[src/design/avcw_pkg.sv]
// ----------------------------------------------------------------------------
// avcw_pkg
// Shared types and constants of the aligned view crop window block.
// ----------------------------------------------------------------------------
`default_nettype none

package avcw_pkg;

    localparam int PIX_W      = 14;
    localparam int FRAC_W     = 16;
    localparam int ALIGN      = 8;
    localparam int ALIGN_W    = $clog2(ALIGN);
    localparam int FRAC_REG_W = FRAC_W + 1;
    localparam int OFFS_W     = FRAC_W + 3;
    localparam int INSET_W    = PIX_W + 1;
    localparam int CFG_IDX_W  = 3;
    localparam int CFG_DATA_W = OFFS_W;

    localparam int ONE_Q    = 1 << FRAC_W;
    localparam int HALF_Q   = 1 << (FRAC_W - 1);
    localparam int FRAC_MIN = (ONE_Q * 2 + 5) / 10;

    // datapath widths
    localparam int SIZE_W   = PIX_W + 1;
    localparam int PRODF_W  = PIX_W + FRAC_REG_W;
    localparam int PC_W     = OFFS_W + PIX_W + 1;
    localparam int SHIFT_W  = PC_W + 1;
    localparam int PI_W     = INSET_W + PIX_W + 1;
    localparam int A_W      = SHIFT_W + 2;
    localparam int NUM_W    = A_W + PIX_W + 1;
    localparam int DVD_W    = NUM_W - FRAC_W;
    localparam int REM_W    = PIX_W + 1;
    localparam int LANES    = 2;
    localparam int QDEPTH   = 4;
    localparam int QPTR_W   = $clog2(QDEPTH);

    typedef enum logic [CFG_IDX_W-1:0] {
        REG_WIDTH_FRAC  = 3'd0,
        REG_HEIGHT_FRAC = 3'd1,
        REG_CENTER_X    = 3'd2,
        REG_EXTRA_X     = 3'd3,
        REG_CENTER_Y    = 3'd4,
        REG_INSET_X     = 3'd5,
        REG_INSET_Y     = 3'd6
    } t_reg_idx;

    typedef struct packed {
        logic [PIX_W-1:0] view_w;
        logic [PIX_W-1:0] view_h;
        logic [PIX_W-1:0] span_w_in;
        logic [PIX_W-1:0] span_h_in;
        logic [PIX_W-1:0] render_w;
        logic [PIX_W-1:0] render_h;
        logic [PIX_W-1:0] eye_x;
        logic [PIX_W-1:0] eye_y;
    } t_in_item;

    typedef struct packed {
        logic [PIX_W-1:0] crop_x;
        logic [PIX_W-1:0] crop_y;
        logic [PIX_W-1:0] crop_w;
        logic [PIX_W-1:0] crop_h;
    } t_out_item;

    typedef struct packed {
        logic [CFG_IDX_W-1:0]  index;
        logic [CFG_DATA_W-1:0] value;
    } t_cfg_wr;

    typedef struct packed {
        logic [FRAC_REG_W-1:0]    width_fraction;
        logic [FRAC_REG_W-1:0]    height_fraction;
        logic signed [OFFS_W-1:0] center_x_offset;
        logic signed [OFFS_W-1:0] extra_x_offset;
        logic signed [OFFS_W-1:0] center_y_offset;
        logic signed [INSET_W-1:0] inset_x_pixels;
        logic signed [INSET_W-1:0] inset_y_pixels;
    } t_cfg;

    // classified item handed from front to back
    typedef struct packed {
        logic             zero;
        logic [PIX_W-1:0] eye_x;
        logic [PIX_W-1:0] eye_y;
        logic [PIX_W-1:0] disp_w;
        logic [PIX_W-1:0] disp_h;
        logic [PIX_W-1:0] span_w;
        logic [PIX_W-1:0] span_h;
        logic [PIX_W-1:0] render_w;
        logic [PIX_W-1:0] render_h;
    } t_job;

    // per-axis side data carried along the divider
    typedef struct packed {
        logic              zero;
        logic              neg;
        logic [SIZE_W-1:0] w;
        logic [PIX_W-1:0]  span;
    } t_axis_tag;

endpackage

`default_nettype wire

[src/design/avcw_if.sv]
// ----------------------------------------------------------------------------
// avcw channel interfaces
// Valid/ready channels for input items, result items and register writes.
// ----------------------------------------------------------------------------
`default_nettype none

interface avcw_in_if;
    import avcw_pkg::*;
    logic     valid;
    logic     ready;
    t_in_item data;
    modport source (output valid, output data, input ready);
    modport sink   (input valid, input data, output ready);
endinterface


`default_nettype wire

[src/design/avcw_front.sv]
// ----------------------------------------------------------------------------
// avcw_front
// Accepts input beats, resolves span defaults and packing, flags empty views.
// ----------------------------------------------------------------------------
`default_nettype none

module avcw_front (
    input  wire logic         i_clk,
    input  wire logic         i_rst_n,
    avcw_in_if.sink           i_in,
    output avcw_pkg::t_job    o_job,
    output logic              o_job_valid,
    input  wire logic         i_job_ready
);
    import avcw_pkg::*;

    logic             r_valid;
    t_job             r_job;
    t_job             n_job;
    logic [PIX_W-1:0] span_w;
    logic [PIX_W-1:0] span_h;
    logic             sbs;
    logic             tab;

    assign i_in.ready = !r_valid || i_job_ready;

    always_comb begin
        span_w = (i_in.data.span_w_in == '0) ? i_in.data.view_w : i_in.data.span_w_in;
        span_h = (i_in.data.span_h_in == '0) ? i_in.data.view_h : i_in.data.span_h_in;
        // side-by-side / top-and-bottom packing
        sbs = ({1'b0, span_w} >= {i_in.data.view_w, 1'b0})
           && ({1'b0, span_h} <= ({1'b0, i_in.data.view_h} + SIZE_W'(ALIGN)));
        tab = ({1'b0, span_h} >= {i_in.data.view_h, 1'b0})
           && ({1'b0, span_w} <= ({1'b0, i_in.data.view_w} + SIZE_W'(ALIGN)));
        n_job.zero     = (i_in.data.view_w == '0) || (i_in.data.view_h == '0);
        n_job.eye_x    = i_in.data.eye_x;
        n_job.eye_y    = i_in.data.eye_y;
        n_job.disp_w   = sbs ? i_in.data.view_w : span_w;
        n_job.disp_h   = tab ? i_in.data.view_h : span_h;
        n_job.span_w   = span_w;
        n_job.span_h   = span_h;
        n_job.render_w = i_in.data.render_w;
        n_job.render_h = i_in.data.render_h;
    end

    always_ff @(posedge i_clk) begin
        if (!i_rst_n) begin
            r_valid <= 1'b0;
        end else if (i_in.ready) begin
            r_valid <= i_in.valid;
        end
    end

    always_ff @(posedge i_clk) begin
        if (i_in.ready && i_in.valid) begin
            r_job <= n_job;
        end
    end

    assign o_job       = r_job;
    assign o_job_valid = r_valid;

endmodule

`default_nettype wire

[src/flat_wrapper.sv]
// flat-port wrapper written by rule: the top's interface ports become plain ports
module avcw_front_flat import avcw_pkg::*;
  (i_clk, i_rst_n, o_job, o_job_valid, i_job_ready, i_in_valid, i_in_data, i_in_ready);
  avcw_in_if i_in_i ();
  input  wire logic i_clk;
  input  wire logic i_rst_n;
  output avcw_pkg::t_job o_job;
  output logic o_job_valid;
  input  wire logic i_job_ready;
  input wire logic [$bits(i_in_i.valid)-1:0] i_in_valid;
  input wire logic [$bits(i_in_i.data)-1:0] i_in_data;
  output wire logic [$bits(i_in_i.ready)-1:0] i_in_ready;
  assign i_in_i.valid = i_in_valid;
  assign i_in_i.data = i_in_data;
  assign i_in_ready = i_in_i.ready;
  avcw_front u_core (.i_clk(i_clk), .i_rst_n(i_rst_n), .i_in(i_in_i), .o_job(o_job), .o_job_valid(o_job_valid), .i_job_ready(i_job_ready));
endmodule
[config.mk]
export PLATFORM = sky130hd
export DESIGN_NAME = avcw_front_flat
export DESIGN_NICKNAME = d
export VERILOG_FILES = /design/src/design/avcw_pkg.sv /design/src/design/avcw_if.sv /design/src/design/avcw_front.sv /design/src/flat_wrapper.sv
export SDC_FILE = /design/constraint.sdc
export NUM_CORES = 1
export LEC_CHECK = 0
export BUFFER_PORTS_ARGS = -buffer_cell sky130_fd_sc_hd__buf_2
export CELL_PAD_IN_SITES_DETAIL_PLACEMENT = 1
export CELL_PAD_IN_SITES_GLOBAL_PLACEMENT = 1
export CORE_UTILIZATION = 42
export CTS_CLUSTER_DIAMETER = 40
export DETAILED_ROUTE_END_ITERATION = 8
export PLACE_DENSITY = 0.87
export SLEW_MARGIN = 20
export SYNTH_ARGS = -nofsm -noshare
export SYNTH_HDL_FRONTEND = slang
export SYNTH_SLANG_ARGS = --single-unit
[constraint.sdc]
create_clock -name i_clk -period 9.25 [get_ports i_clk]
set_clock_uncertainty 0.1 [all_clocks]
set_input_delay 0.925 -clock i_clk [delete_from_list [all_inputs] [get_ports i_clk]]
set_output_delay 0.925 -clock i_clk [all_outputs]
set_load 0.05 [all_outputs]
==> impl_metrics.env <==
export IMPL_status="completed"
export IMPL_cp_slowest_cell="o21ai_2"
export IMPL_cap_violations=0
export IMPL_end_kind="flop"
export IMPL_ys_flop_type="edfxtp_1"
export IMPL_area_growth_pct=31.1
export IMPL_total_power_mw=1.55
export IMPL_grt_max_degree=72
export IMPL_cts_root_buf="clkbuf_16"
export IMPL_insertion_delay_ns=0.42
export IMPL_critical_path_max_fanout=16
export IMPL_final_min_clock_period_ns=5.06
export IMPL_path_buf_inv=2
export IMPL_met3_usage_pct=6.13
export IMPL_routed_wl_microns=19600
export IMPL_die_h_microns=123
export IMPL_fmax_mhz=198
export IMPL_vias=5065
export IMPL_grt_ovfl_total=0
export IMPL_syn_num_nets=643
export IMPL_cp_start_kind="primary input"
export IMPL_num_antenna_cells=0
export IMPL_cts_resized=0
export IMPL_drt_wirelength_per_cell_microns=21.6
export IMPL_synth_edf_count=113
export IMPL_power_density_mw_per_mm2=193
export IMPL_crit_type="in -> reg"
export IMPL_start_util_pct=43.6
export IMPL_drive_above_1_share_pct=41.8
export IMPL_synthMostInstantiatedCell="edfxtp_1"
export IMPL_grt_pass1_vias=5321
export IMPL_synth_area_leader_cell="edfxtp_1"
export IMPL_instances_no_fill=908
export IMPL_dp_cells=877
export IMPL_synthCells=478
export IMPL_ir_worst_vdd_uv=118
export IMPL_cts_hold_buf=0
export IMPL_drc=0
export IMPL_grt_antenna_before_repair=0
export IMPL_slowest_delay_ns=0.81
export IMPL_rsz0062_at_grt="no"
export IMPL_cts_max_level=4
export IMPL_hp_class="reg -> reg"
export IMPL_clockBufferDepth=2
export IMPL_pre_cts_ws_ns=3.64
export IMPL_track_usage_pct=26.3
export IMPL_synth_seq_cells=114
export IMPL_ys_types=61
export IMPL_busiest_layer="met2"
export IMPL_final_max_slew_viol_count=0
export IMPL_fillers=1510
export IMPL_fin_tns_setup_ns=0
export IMPL_row_count=43
export IMPL_yosysTopAreaCellShare_pct=55.4
export IMPL_cp_required_ns=9.31
export IMPL_ys_seq_area_share_pct=55.7
export IMPL_clkTransAtPathRegs_ns=0.05
export IMPL_cts_made_buffers=17
export IMPL_multi_input_area_sq_mm=0.00252
export IMPL_grt_pass1_wl_microns=29000
export IMPL_synthTopCellsByCount="edfxtp_1 (113), ha_1 (49), inv_1 (38), a21o_1 (31), a21oi_1 (26)"
export IMPL_gp_congestion=0.894
export IMPL_fin_crit_sh_pct=54.7
export IMPL_synth_async_reset_ratio_pct=0
export IMPL_coreArea_sq_mm=0.0140
export IMPL_reg2reg_slack_ns=7.00
export IMPL_grt_use_met2_pct=46.5
export IMPL_ioPinCount=231
export IMPL_cts_num_sinks=114
export IMPL_seq_area_sq_mm=0.00341
export IMPL_viasPerCell=5.58
export IMPL_syn_mean_instance_area_sq_um=12.8
export IMPL_drt_iter0_drc=293
export IMPL_post_cts_buffers=0
export IMPL_syn_area_sq_mm=0.00613
export IMPL_hold_viol=0
export IMPL_layout_nets=881
export IMPL_p_leak_nw=3.65
export IMPL_dp_hpwl_microns=15000
export IMPL_dieArea_sq_mm=0.0151
export IMPL_ys_warnings_count=0
export IMPL_setup_viol=0
export IMPL_slew_headroom_pct=32.6
export IMPL_met1_usage_pct=30.1
export IMPL_port_buffers=230
export IMPL_yosys_top_cells_area="edfxtp_1 (55%), ha_1 (10%), a21o_1 (3.8%)"
export IMPL_worst_pin_slew_ns=1.01
export IMPL_setup_ws_ns=4.19
export IMPL_crit_family="compound AO/OA/AOI/OAI gates"
export IMPL_cts_tree="built"
export IMPL_crit_chain="buf_2 -> or4_4 -> nor4_2 -> buf_4 -> a21o_1 -> ha_1 -> nand2b_1 -> o32a_1 -> a31oi_1 -> a21boi_0 -> o41a_1 -> o21ai_2 -> mux2_2"
export IMPL_arrival_ns=5.12
export IMPL_dr_pass1_iters=4
export IMPL_die_w_microns=123
export IMPL_drtAntennaViolNets=0
metal layers:
layer | vias up | wire (microns)
met2 | 217 | 10100
met3 | 35 | 1360
met5 | - | 0
met1 | 2489 | 7670
met4 | 0 | 434
li1 | 2324 | -
layout by cell type, fill, tap and decap left out, drive strengths merged, types with 3 or more instances in the layout:
cell and n:
nor4 11, buf 234, or4 9, a21boi 3
nor3 4, o41ai 4, nand4 8, o211ai 5
nand2 15, xnor2 17, nor2b 3, ha 49
inv 38, and3 9, a21o 33, clkbuf 19
mux2 24, o21ai 12, a21oi 27, or2 4
clkinv 8, nor2 15, edfxtp 113, nand2b 5
nand3 14, and2 5
final timing paths:
kind / end / cells past startpoint / from
worst max-delay path: u_core.o_job[72]$_DFFE_PP_ / 13 / i_in_data[64]
worst min-delay path: u_core.o_job_valid$_SDFFE_PN0N_ / 2 / u_core.o_job_valid$_SDFFE_PN0N_
worst max register to register: u_core.o_job[87]$_DFFE_PP_ / 3 / u_core.o_job_valid$_SDFFE_PN0N_
worst min register to register: u_core.o_job_valid$_SDFFE_PN0N_ / 2 / u_core.o_job_valid$_SDFFE_PN0N_
sequential cells by signal, summed over array words and instances, names as in the netlist:
signal / cells
u_core.o_job_valid: 1
u_core.o_job: 113
power breakdown:
part	internal [mW]	switching, mW
registers	0.609	0.00928
clock network	0.389	0.228
logic	0.0928	0.223
total	1.09	0.460
cell type report:
cell class | instances | area share [%]
Tap cell | 180 | 2.80
Timing Repair Buffer | 234 | 14.7
Sequential cell | 114 | 42.5
Inverter | 38 | 1.78
Clock buffer | 19 | 5.39
Multi-Input combinational cell | 311 | 31.4
Clock inverter | 12 | 1.46
worst reg2reg max path, cell delays in order, from the launching register on:
cell	delay, ns
dfxtp_1	0.31
nand2b_1	0.11
and2_4	0.53
buf_4	0.80
metrics by stage:
stage	area [sq um]	hold slack (ns)	util (%)
after floorplan	6130	0.924	-
after global placement	7470	0.411	53.2
after detailed placement	7470	0.484	53.2
after CTS	8030	0.491	57.2
after global routing	8030	0.537	57.2
final	8030	0.493	57.2
logic make-up (layout without fill, tap and decap cells):
logic type	after synthesis	in the layout	share of synthesized area (%)
compound gates	105	105	12.2
xor+xnor	19	19	2.72
fa+ha+maj	51	51	10.3
buf+inv	53	303	3.43
flops	114	114	55.7
mux	26	26	5.17
simple gates	110	110	10.5
No activity file was read; power rests on OpenSTA's default activity.
