==> src/design/avcw_pkg.sv <==
// ----------------------------------------------------------------------------
// avcw_pkg
// Shared types and constants of the aligned view crop window block.
// ----------------------------------------------------------------------------
`default_nettype none

package avcw_pkg;

    localparam int PIX_W      = 14;
    localparam int FRAC_W     = 16;
    localparam int ALIGN      = 8;
    localparam int ALIGN_W    = $clog2(ALIGN);
    localparam int FRAC_REG_W = FRAC_W + 1;
    localparam int OFFS_W     = FRAC_W + 3;
    localparam int INSET_W    = PIX_W + 1;
    localparam int CFG_IDX_W  = 3;
    localparam int CFG_DATA_W = OFFS_W;

    localparam int ONE_Q    = 1 << FRAC_W;
    localparam int HALF_Q   = 1 << (FRAC_W - 1);
    localparam int FRAC_MIN = (ONE_Q * 2 + 5) / 10;

    // datapath widths
    localparam int SIZE_W   = PIX_W + 1;
    localparam int PRODF_W  = PIX_W + FRAC_REG_W;
    localparam int PC_W     = OFFS_W + PIX_W + 1;
    localparam int SHIFT_W  = PC_W + 1;
    localparam int PI_W     = INSET_W + PIX_W + 1;
    localparam int A_W      = SHIFT_W + 2;
    localparam int NUM_W    = A_W + PIX_W + 1;
    localparam int DVD_W    = NUM_W - FRAC_W;
    localparam int REM_W    = PIX_W + 1;
    localparam int LANES    = 2;
    localparam int QDEPTH   = 4;
    localparam int QPTR_W   = $clog2(QDEPTH);

    typedef enum logic [CFG_IDX_W-1:0] {
        REG_WIDTH_FRAC  = 3'd0,
        REG_HEIGHT_FRAC = 3'd1,
        REG_CENTER_X    = 3'd2,
        REG_EXTRA_X     = 3'd3,
        REG_CENTER_Y    = 3'd4,
        REG_INSET_X     = 3'd5,
        REG_INSET_Y     = 3'd6
    } t_reg_idx;

    typedef struct packed {
        logic [PIX_W-1:0] view_w;
        logic [PIX_W-1:0] view_h;
        logic [PIX_W-1:0] span_w_in;
        logic [PIX_W-1:0] span_h_in;
        logic [PIX_W-1:0] render_w;
        logic [PIX_W-1:0] render_h;
        logic [PIX_W-1:0] eye_x;
        logic [PIX_W-1:0] eye_y;
    } t_in_item;

    typedef struct packed {
        logic [PIX_W-1:0] crop_x;
        logic [PIX_W-1:0] crop_y;
        logic [PIX_W-1:0] crop_w;
        logic [PIX_W-1:0] crop_h;
    } t_out_item;

    typedef struct packed {
        logic [CFG_IDX_W-1:0]  index;
        logic [CFG_DATA_W-1:0] value;
    } t_cfg_wr;

    typedef struct packed {
        logic [FRAC_REG_W-1:0]    width_fraction;
        logic [FRAC_REG_W-1:0]    height_fraction;
        logic signed [OFFS_W-1:0] center_x_offset;
        logic signed [OFFS_W-1:0] extra_x_offset;
        logic signed [OFFS_W-1:0] center_y_offset;
        logic signed [INSET_W-1:0] inset_x_pixels;
        logic signed [INSET_W-1:0] inset_y_pixels;
    } t_cfg;

    // classified item handed from front to back
    typedef struct packed {
        logic             zero;
        logic [PIX_W-1:0] eye_x;
        logic [PIX_W-1:0] eye_y;
        logic [PIX_W-1:0] disp_w;
        logic [PIX_W-1:0] disp_h;
        logic [PIX_W-1:0] span_w;
        logic [PIX_W-1:0] span_h;
        logic [PIX_W-1:0] render_w;
        logic [PIX_W-1:0] render_h;
    } t_job;

    // per-axis side data carried along the divider
    typedef struct packed {
        logic              zero;
        logic              neg;
        logic [SIZE_W-1:0] w;
        logic [PIX_W-1:0]  span;
    } t_axis_tag;

endpackage

`default_nettype wire

==> src/design/avcw_queue.sv <==
// ----------------------------------------------------------------------------
// avcw_queue
// Short job queue that lets the front and back stall independently.
// ----------------------------------------------------------------------------
`default_nettype none

module avcw_queue (
    input  wire logic          i_clk,
    input  wire logic          i_rst_n,
    input  wire logic          i_push_valid,
    input  wire avcw_pkg::t_job i_push_data,
    output logic               o_push_ready,
    output logic               o_pop_valid,
    output avcw_pkg::t_job     o_pop_data,
    input  wire logic          i_pop_ready
);
    import avcw_pkg::*;

    t_job              r_mem [QDEPTH];
    logic [QPTR_W-1:0] r_wr;
    logic [QPTR_W-1:0] r_rd;
    logic [QPTR_W:0]   r_cnt;
    logic [QPTR_W:0]   n_cnt;
    logic              push;
    logic              pop;

    assign o_push_ready = (r_cnt != (QPTR_W+1)'(QDEPTH));
    assign o_pop_valid  = (r_cnt != '0);
    assign o_pop_data   = r_mem[r_rd];
    assign push         = i_push_valid && o_push_ready;
    assign pop          = o_pop_valid && i_pop_ready;

    always_comb begin
        n_cnt = r_cnt;
        if (push && !pop) begin
            n_cnt = r_cnt + 1'b1;
        end else if (pop && !push) begin
            n_cnt = r_cnt - 1'b1;
        end
    end

    always_ff @(posedge i_clk) begin
        if (!i_rst_n) begin
            r_wr  <= '0;
            r_rd  <= '0;
            r_cnt <= '0;
        end else begin
            if (push) begin
                r_wr <= r_wr + 1'b1;
            end
            if (pop) begin
                r_rd <= r_rd + 1'b1;
            end
            r_cnt <= n_cnt;
        end
    end

    always_ff @(posedge i_clk) begin
        if (push) begin
            r_mem[r_wr] <= i_push_data;
        end
    end

endmodule

`default_nettype wire

==> config.mk <==
export PLATFORM = sky130hd
export DESIGN_NAME = avcw_queue
export DESIGN_NICKNAME = d
export VERILOG_FILES = /design/src/design/avcw_pkg.sv /design/src/design/avcw_queue.sv
export SDC_FILE = /design/constraint.sdc
export NUM_CORES = 1
export LEC_CHECK = 0
export BUFFER_PORTS_ARGS = -buffer_cell sky130_fd_sc_hd__buf_2
export CORE_AREA = 2 2 175 177
export CTS_CLUSTER_SIZE = 16
export DETAILED_ROUTE_END_ITERATION = 10
export DIE_AREA = 0 0 177 179
export PLACE_DENSITY_LB_ADDON = 0.05
export SLEW_MARGIN = 10
export SYNTH_ARGS = -nofsm -noshare
export SYNTH_HDL_FRONTEND = slang
export SYNTH_SLANG_ARGS = --single-unit
==> constraint.sdc <==
create_clock -name i_clk -period 5.7 [get_ports i_clk]
set_clock_uncertainty 0.2 [all_clocks]
set_input_delay 1.14 -clock i_clk [delete_from_list [all_inputs] [get_ports i_clk]]
set_output_delay 1.14 -clock i_clk [all_outputs]
set_load 0.02 [all_outputs]
==> results of run 1 <==
[where the power goes]
part	internal, mW	switching (mW)
Sequential	4.12	0.187
Combinational	0.968	1.27
Clock	1.58	1.12
[cell type report]
| cell class | count | area [sq um] |
|---|---|---|
| diodes | 7 | 17.5 |
| clock buffers | 56 | 1170 |
| clock inverters | 17 | 165 |
| fillers | 2001 | 10300 |
| inverters | 3 | 11.3 |
| multi-input cells | 148 | 2830 |
| flip-flops and latches | 461 | 13800 |
| well taps | 396 | 495 |
| repair buffers | 240 | 1300 |
[tightest hold or removal path: stages (launching register included)]
cell	delay, ps
dfxtp_1	340
nand2_1	70
mux2i_1	60
[sequential cells by signal, indices dropped and copies added, names as in the netlist, named ones only]
| name | count |
|---|---|
| r_mem | 452 |
| r_wr | 2 |
| r_cnt | 3 |
| r_rd | 2 |
[through the flow]
stage	area [sq um]	utilization [%]
6_report	19800	65.8
5_1_grt	19700	65.7
4_1_cts	19700	65.7
3_5_place_dp	18400	61.3
3_3_place_gp	18400	61.3
2_1_floorplan	16800	-
[synth_stat cells]
cell type | instances | share of area [%]
buf_6 | 1 | 0.067
mux4_2 | 113 | 15
o31ai_1 | 1 | 0.045
a21boi_2 | 1 | 0.067
o21ai_0 | 1 | 0.030
o311ai_0 | 1 | 0.052
xor2_1 | 1 | 0.052
nor2b_1 | 1 | 0.037
fa_1 | 1 | 0.12
nor2_1 | 1 | 0.022
nand2_1 | 5 | 0.11
inv_1 | 3 | 0.067
buf_2 | 12 | 0.36
and2_1 | 8 | 0.30
buf_4 | 1 | 0.045
xnor2_1 | 3 | 0.16
a21boi_0 | 1 | 0.045
dfxtp_1 | 9 | 1.1
clkbuf_1 | 5 | 0.11
edfxtp_1 | 452 | 81
mux2i_1 | 3 | 0.18
ha_1 | 5 | 0.37
or3_1 | 2 | 0.074
buf_8 | 8 | 0.71
[worst paths after layout]
| path | start | end | slack, ps |
|---|---|---|---|
| worst min register to register | r_wr[1] | r_wr[1] | 320 |
| worst max-delay path | register | o_pop_data[13] | 1720 |
| worst max register to register | r_cnt[0] | r_mem[3][68] | 2830 |
| worst min-delay path | r_wr[1] | r_wr[1] | 320 |
[routing by layer]
metal	part of all wire (%)	up-vias
met3	7.4	58
met1	40	3857
met5	0.13	-
li1	-	3282
met2	51	233
met4	2.3	6
[kinds of logic (layout without fill, tap and decap cells)]
kind of cell             after synthesis  in the layout  synth area share (%)
flip-flops                           461            461                  81.8
multiplexers                         116            116                  15.3
buffers and inverters                 30            316                  1.36
AND/OR/NAND/NOR                       17             17                 0.543
adder cells (fa/ha/maj)                6              6                 0.491
AO/OA/AOI/OAI                          5              5                 0.238
XOR/XNOR                               4              4                 0.208
other                                  0              7                     0
==> summary.md, run 1 <==
| Metric | Value |
|---|---|
| Fin. max-slew vios | `0` |
| Share of layout cells above drive strength 1 | `45.1%` |
| Worst setup EP type | `output port` |
| Critical Path, Cell by Cell | `buf_4 > mux4_2 > buf_2` |
| First-pass GRT wire length | `45600 microns` |
| Final setup viols | `0` |
| WP depth | `3` |
| CP top delay family | `flip-flops` |
| Commonest cells after routing, fill and taps aside | `edfxtp_1, buf_2, mux4_2` |
| Buf/Inv on CP | `2` |
| Hold WS | `318 ps` |
| Post-route ant nets | `0` |
| Routing usage on met1 | `26.1%` |
| Max-cap viol count | `0` |
| Slew @ Worst Pin | `1110 ps` |
| Io pins | `232` |
| Crit path DAT | `approximately 2600 ps` |
| Clock Path Buffers | `3` |
| Hold depth | `2` |
| Clk sinks | `roughly 460` |
| Reg2reg path depth | `4` |
| Cts-stage hold buffer count | `0` |
| Worst Path Max Fanout | `40` |
| Post-route insts no fill | `roughly 1300` |
| Die Y | `179 microns` |
| Mapped Area | `16800 sq um` |
| Routability cong. | `0.745` |
| Root Driver | `clkbuf_16` |
| Post-cts sizing count | `0` |
| Final worst slack | `1720 ps` |
| Slowest stage delay, CP | `890 ps` |
| Nets | `1022` |
| Total Wirelength | `30500 microns` |
| Post-synthesis net count | `~760` |
| Vias | `7436` |
| Gate count of the mapped netlist | `639` |
| DP HPWL | `18300 microns` |
| Pre-CTS WS | `2150 ps` |
| Sequential fraction of the synthesis area | `81.8%` |
| Max IR drop VDD | `0.344 mV` |
| Worst Hold Class | `reg -> reg` |
| Fmax | `252 MHz` |
| Slew HR | `25.9%` |
| # placed instances | `1248` |
| Fin Setup TNS | `0 ps` |
| Hold Vio Cnt, Final | `0` |
| Max H-tree Level | `2` |
| Vias in the first global route | `7797` |
| Ys Warns | `0` |
| Postcts setup bufs | `0` |
| GRT overflow | `0` |
| TritonCTS clock tree | `built` |
| Worst Path Class, Setup | `reg -> out` |
| PortBufs | `231` |
| Final min period | `between 3000 and 4000 ps` |
| Tot Pwr | `9.24 mW` |
| Pwr/cell area | `between 400 and 500 nW/um^2` |
| RSZ-0062 raised after global routing | `false` |
| Commonest non-fill, non-tap cell in the layout | `edfxtp_1` |
| M3 GR Usage | `5.47%` |
| Antenna violations before repair | `10` |
| Synth Register Bits | `between 400 and 500` |
| Row Count | `64` |
| Worst Setup Start Kind | `register` |
| Routing usage on met2 | `31.5%` |
| Synth Area per Inst | `between 20 and 30 sq um` |
| Initial Util | `56.0%` |
| Number of distinct library cells after synthesis | `24` |
| Busiest grt layer | `met2` |
| Pleak | `6.57 nW` |
| Vias per inst | `approximately 5.6` |
| 1st-iter DRT viols | `480` |
| Latest clock arrival within the worst-skew pair | `520 ps` |
| Num CTS Buffers | `45` |
| Pin count of the biggest net entering global routing | `68` |
| All-layer global routing usage | `19.4%` |
| Status | `completed` |
| Die X | `177 microns` |
| DRC | `0` |
| Critical path data required time | `4360 ps` |
| Core area | `30000 sq um` |
| Worst-path clk slew | `roughly 60 ps` |
| Die ar. | `between 30000 and 40000 sq um` |
| Drt pass-1 iters | `4` |
| CP max stage cell | `dfxtp_4` |
| P&R area growth vs syn | `17.5%` |
| Tcrit/Tclk final | `69.8%` |
| DR WL/cell | `23.0 microns` |
Note: power is estimated with default switching activity, not from simulation.
==> run 2: changes to the inputs <==
--- a/config.mk
+++ b/config.mk
@@ -6,10 +6,10 @@
 export NUM_CORES = 1
 export LEC_CHECK = 0
 export BUFFER_PORTS_ARGS = -buffer_cell sky130_fd_sc_hd__buf_2
-export CORE_AREA = 2 2 175 177
+export CORE_AREA = 2 2 185 187
 export CTS_CLUSTER_SIZE = 16
 export DETAILED_ROUTE_END_ITERATION = 10
-export DIE_AREA = 0 0 177 179
+export DIE_AREA = 0 0 187 189
 export PLACE_DENSITY_LB_ADDON = 0.05
 export SLEW_MARGIN = 10
 export SYNTH_ARGS = -nofsm -noshare
==> constraint.sdc (replaced) <==
create_clock -name i_clk -period 3.3 [get_ports i_clk]
set_clock_uncertainty 0.2 [all_clocks]
set_input_delay 0.66 -clock i_clk [delete_from_list [all_inputs] [get_ports i_clk]]
set_output_delay 0.66 -clock i_clk [all_outputs]
set_load 0.02 [all_outputs]
==> summary.md, run 2 (synthesis gave the netlist of run 1 again) <==
| Metric | Value |
|---|---|
| Most flop-heavy register | `r_mem` |
| Total Wirelength | `31200 microns` |
| TritonCTS clock tree | `built` |
| Crit path DAT | `around 2200 ps` |
| Post-cts sizing count | `0` |
| Share of layout cells above drive strength 1 | `46.1%` |
| Routability cong. | `0.730` |
| Max IR drop VDD | `0.791 mV` |
| Pin count of the biggest net entering global routing | `66` |
| Hold depth | `1` |
| CP max stage cell | `mux4_2` |
| PortBufs | `231` |
| Worst Hold Class | `in -> reg` |
| P_int | `between 10 and 15 mW` |
| Worst Path Max Fanout | `32` |
| Fill cells | `roughly 2400` |
| Status | `completed` |
| Hold Path Origin | `i_push_data[66]` |
| Fin. max-slew vios | `0` |
| Worst-path clk slew | `60 ps` |
| Largest register FFs | `452` |
| Hold Vio Cnt, Final | `0` |
| DR WL/cell | `22.3 microns` |
| Critical Path, Cell by Cell | `buf_12 > mux4_2 > buf_2` |
| Worst setup EP type | `output port` |
| Hold WS | `122 ps` |
| Core Util, Final | `60.7%` |
| Post-route ant nets | `0` |
| P&R area growth vs syn | `20.2%` |
| Clock Path Buffers | `3` |
| Crit Reg-Reg Endpoint | `r_cnt[2]` |
| Register area | `around 14000 sq um` |
| Pleak | `6.76 nW` |
| Row Count | `67` |
| Leading registers by flop count | `r_mem: 452 flops, r_cnt: 3 flops` |
| Vias in the first global route | `8279` |
| First-pass GRT wire length | `roughly 48000 microns` |
| Die ar. | `between 30000 and 40000 sq um` |
| Logic pwr share | `24.3%` |
| Multi-input gate area in the final layout | `2830 sq um` |
| Root Driver | `clkbuf_16` |
| Io pins | `232` |
| Core area | `33300 sq um` |
| Switching pwr | `between 4 and 5 mW` |
| Pre-CTS WS | `599 ps` |
| Antenna violations before repair | `6` |
| 1st-iter DRT viols | `between 400 and 500` |
| Reg2reg path depth | `8` |
| Vias | `7525` |
| Critical path data required time | `approximately 2400 ps` |
| Num CTS Buffers | `48` |
| Initial Util | `50.5%` |
| Final worst slack | `248 ps` |
| RSZ-0062 raised after global routing | `false` |
| DRC | `0` |
| Die Y | `189 microns` |
| Sequential Power Share | `a little over two fifths` |
| Final min period | `3050 ps` |
| R2r setup slk | `~740 ps` |
| Critical R2R Launch | `r_cnt[0]` |
| Clock Power Share | `between 30% and 40%` |
| Worst Path Class, Setup | `reg -> out` |
| Die X | `187 microns` |
| Max-cap viol count | `0` |
| All-layer global routing usage | `18.0%` |
| Fin Setup TNS | `0 ps` |
| DP HPWL | `18800 microns` |
| Fmax | `328 MHz` |
| Slew @ Worst Pin | `456 ps` |
| Clk sinks | `461` |
| Postcts setup bufs | `0` |
| Commonest non-fill, non-tap cell in the layout | `edfxtp_1` |
| Worst Setup Start Kind | `register` |
| Worst Hold End | `r_mem[0][66]` |
| Latest clock arrival within the worst-skew pair | `540 ps` |
| Slowest stage delay, CP | `590 ps` |
| Commonest cells after routing, fill and taps aside | `edfxtp_1, buf_2, mux4_2` |
| Nets | `~1000` |
| Tcrit/Tclk final | `92.5%` |
| Slew HR | `69.6%` |
| Pwr/cell area | `829 nW/um^2` |
| Final setup viols | `0` |
| GRT overflow | `0` |
| Max H-tree Level | `2` |
| Cts-stage hold buffer count | `0` |
| Vias per inst | `5.38` |
| Drt pass-1 iters | `4` |
| Sw frac | `27.8%` |
-- run 2: cell count changes in the layout (fill, tap and decap cells not counted), sizes merged, moves of 2 or more --
cell	delta
clkbuf	-3
clkinv	+15
diode	-4
bufinv	+4
inv	+2
buf	+6
-- run 2: layout make-up --
class / instances / area share [%]
multi-input cells: 148 / 14.0
inverters: 3 / 0.0557
repair buffers: 246 / 7.08
flip-flops and latches: 461 / 68.1
clock buffers: 53 / 6.14
clock inverters: 37 / 1.77
well taps: 448 / 2.77
diodes: 3 / 0.0372
-- run 2: critical path: cells and delay by family, from the launching register on --
kind / cells / cell delay (ps)
buffers and inverters: 2 / 510
DFF: 1 / 540
muxes: 1 / 590
-- run 2: per-stage QoR --
| step | instances | power (mW) | area, sq um |
|---|---|---|---|
| CTS | 1396 | 17.0 | 20200 |
| detailed placement | 1306 | 11.6 | 18600 |
| finish | 1399 | 16.8 | 20200 |
| floorplan | 639 | 10.3 | 16800 |
| global route | 1397 | 17.5 | 20200 |
| global placement | 1306 | 11.5 | 18600 |
-- run 2: worst max path at each step --
| stage | from | endpoint |
|---|---|---|
| CTS | register | o_pop_data[43] |
| finish | register | o_pop_data[41] |
| detailed placement | i_push_valid | r_cnt[2] |
| global placement | i_push_valid | r_cnt[2] |
| floorplan | i_push_valid | r_mem[0][0] |
| global route | register | o_pop_data[41] |
-- run 2: per-layer routing --
metal	global-route usage [%]	wire [microns]	vias up
met2	30.5	16000	218
li1	-	-	3302
met1	23.1	12500	3943
met3	4.95	2100	56
met5	0	27	-
met4	5.40	576	6
-- run 2: power by group through the flow --
stage	combinational [mW]	sequential, mW	clock [mW]
2_1_floorplan	2.96	7.35	0
3_3_place_gp	4.14	7.40	0
3_5_place_dp	4.17	7.45	0
4_1_cts	4.18	7.33	5.49
5_1_grt	4.36	7.37	5.73
6_report	4.07	7.32	5.37
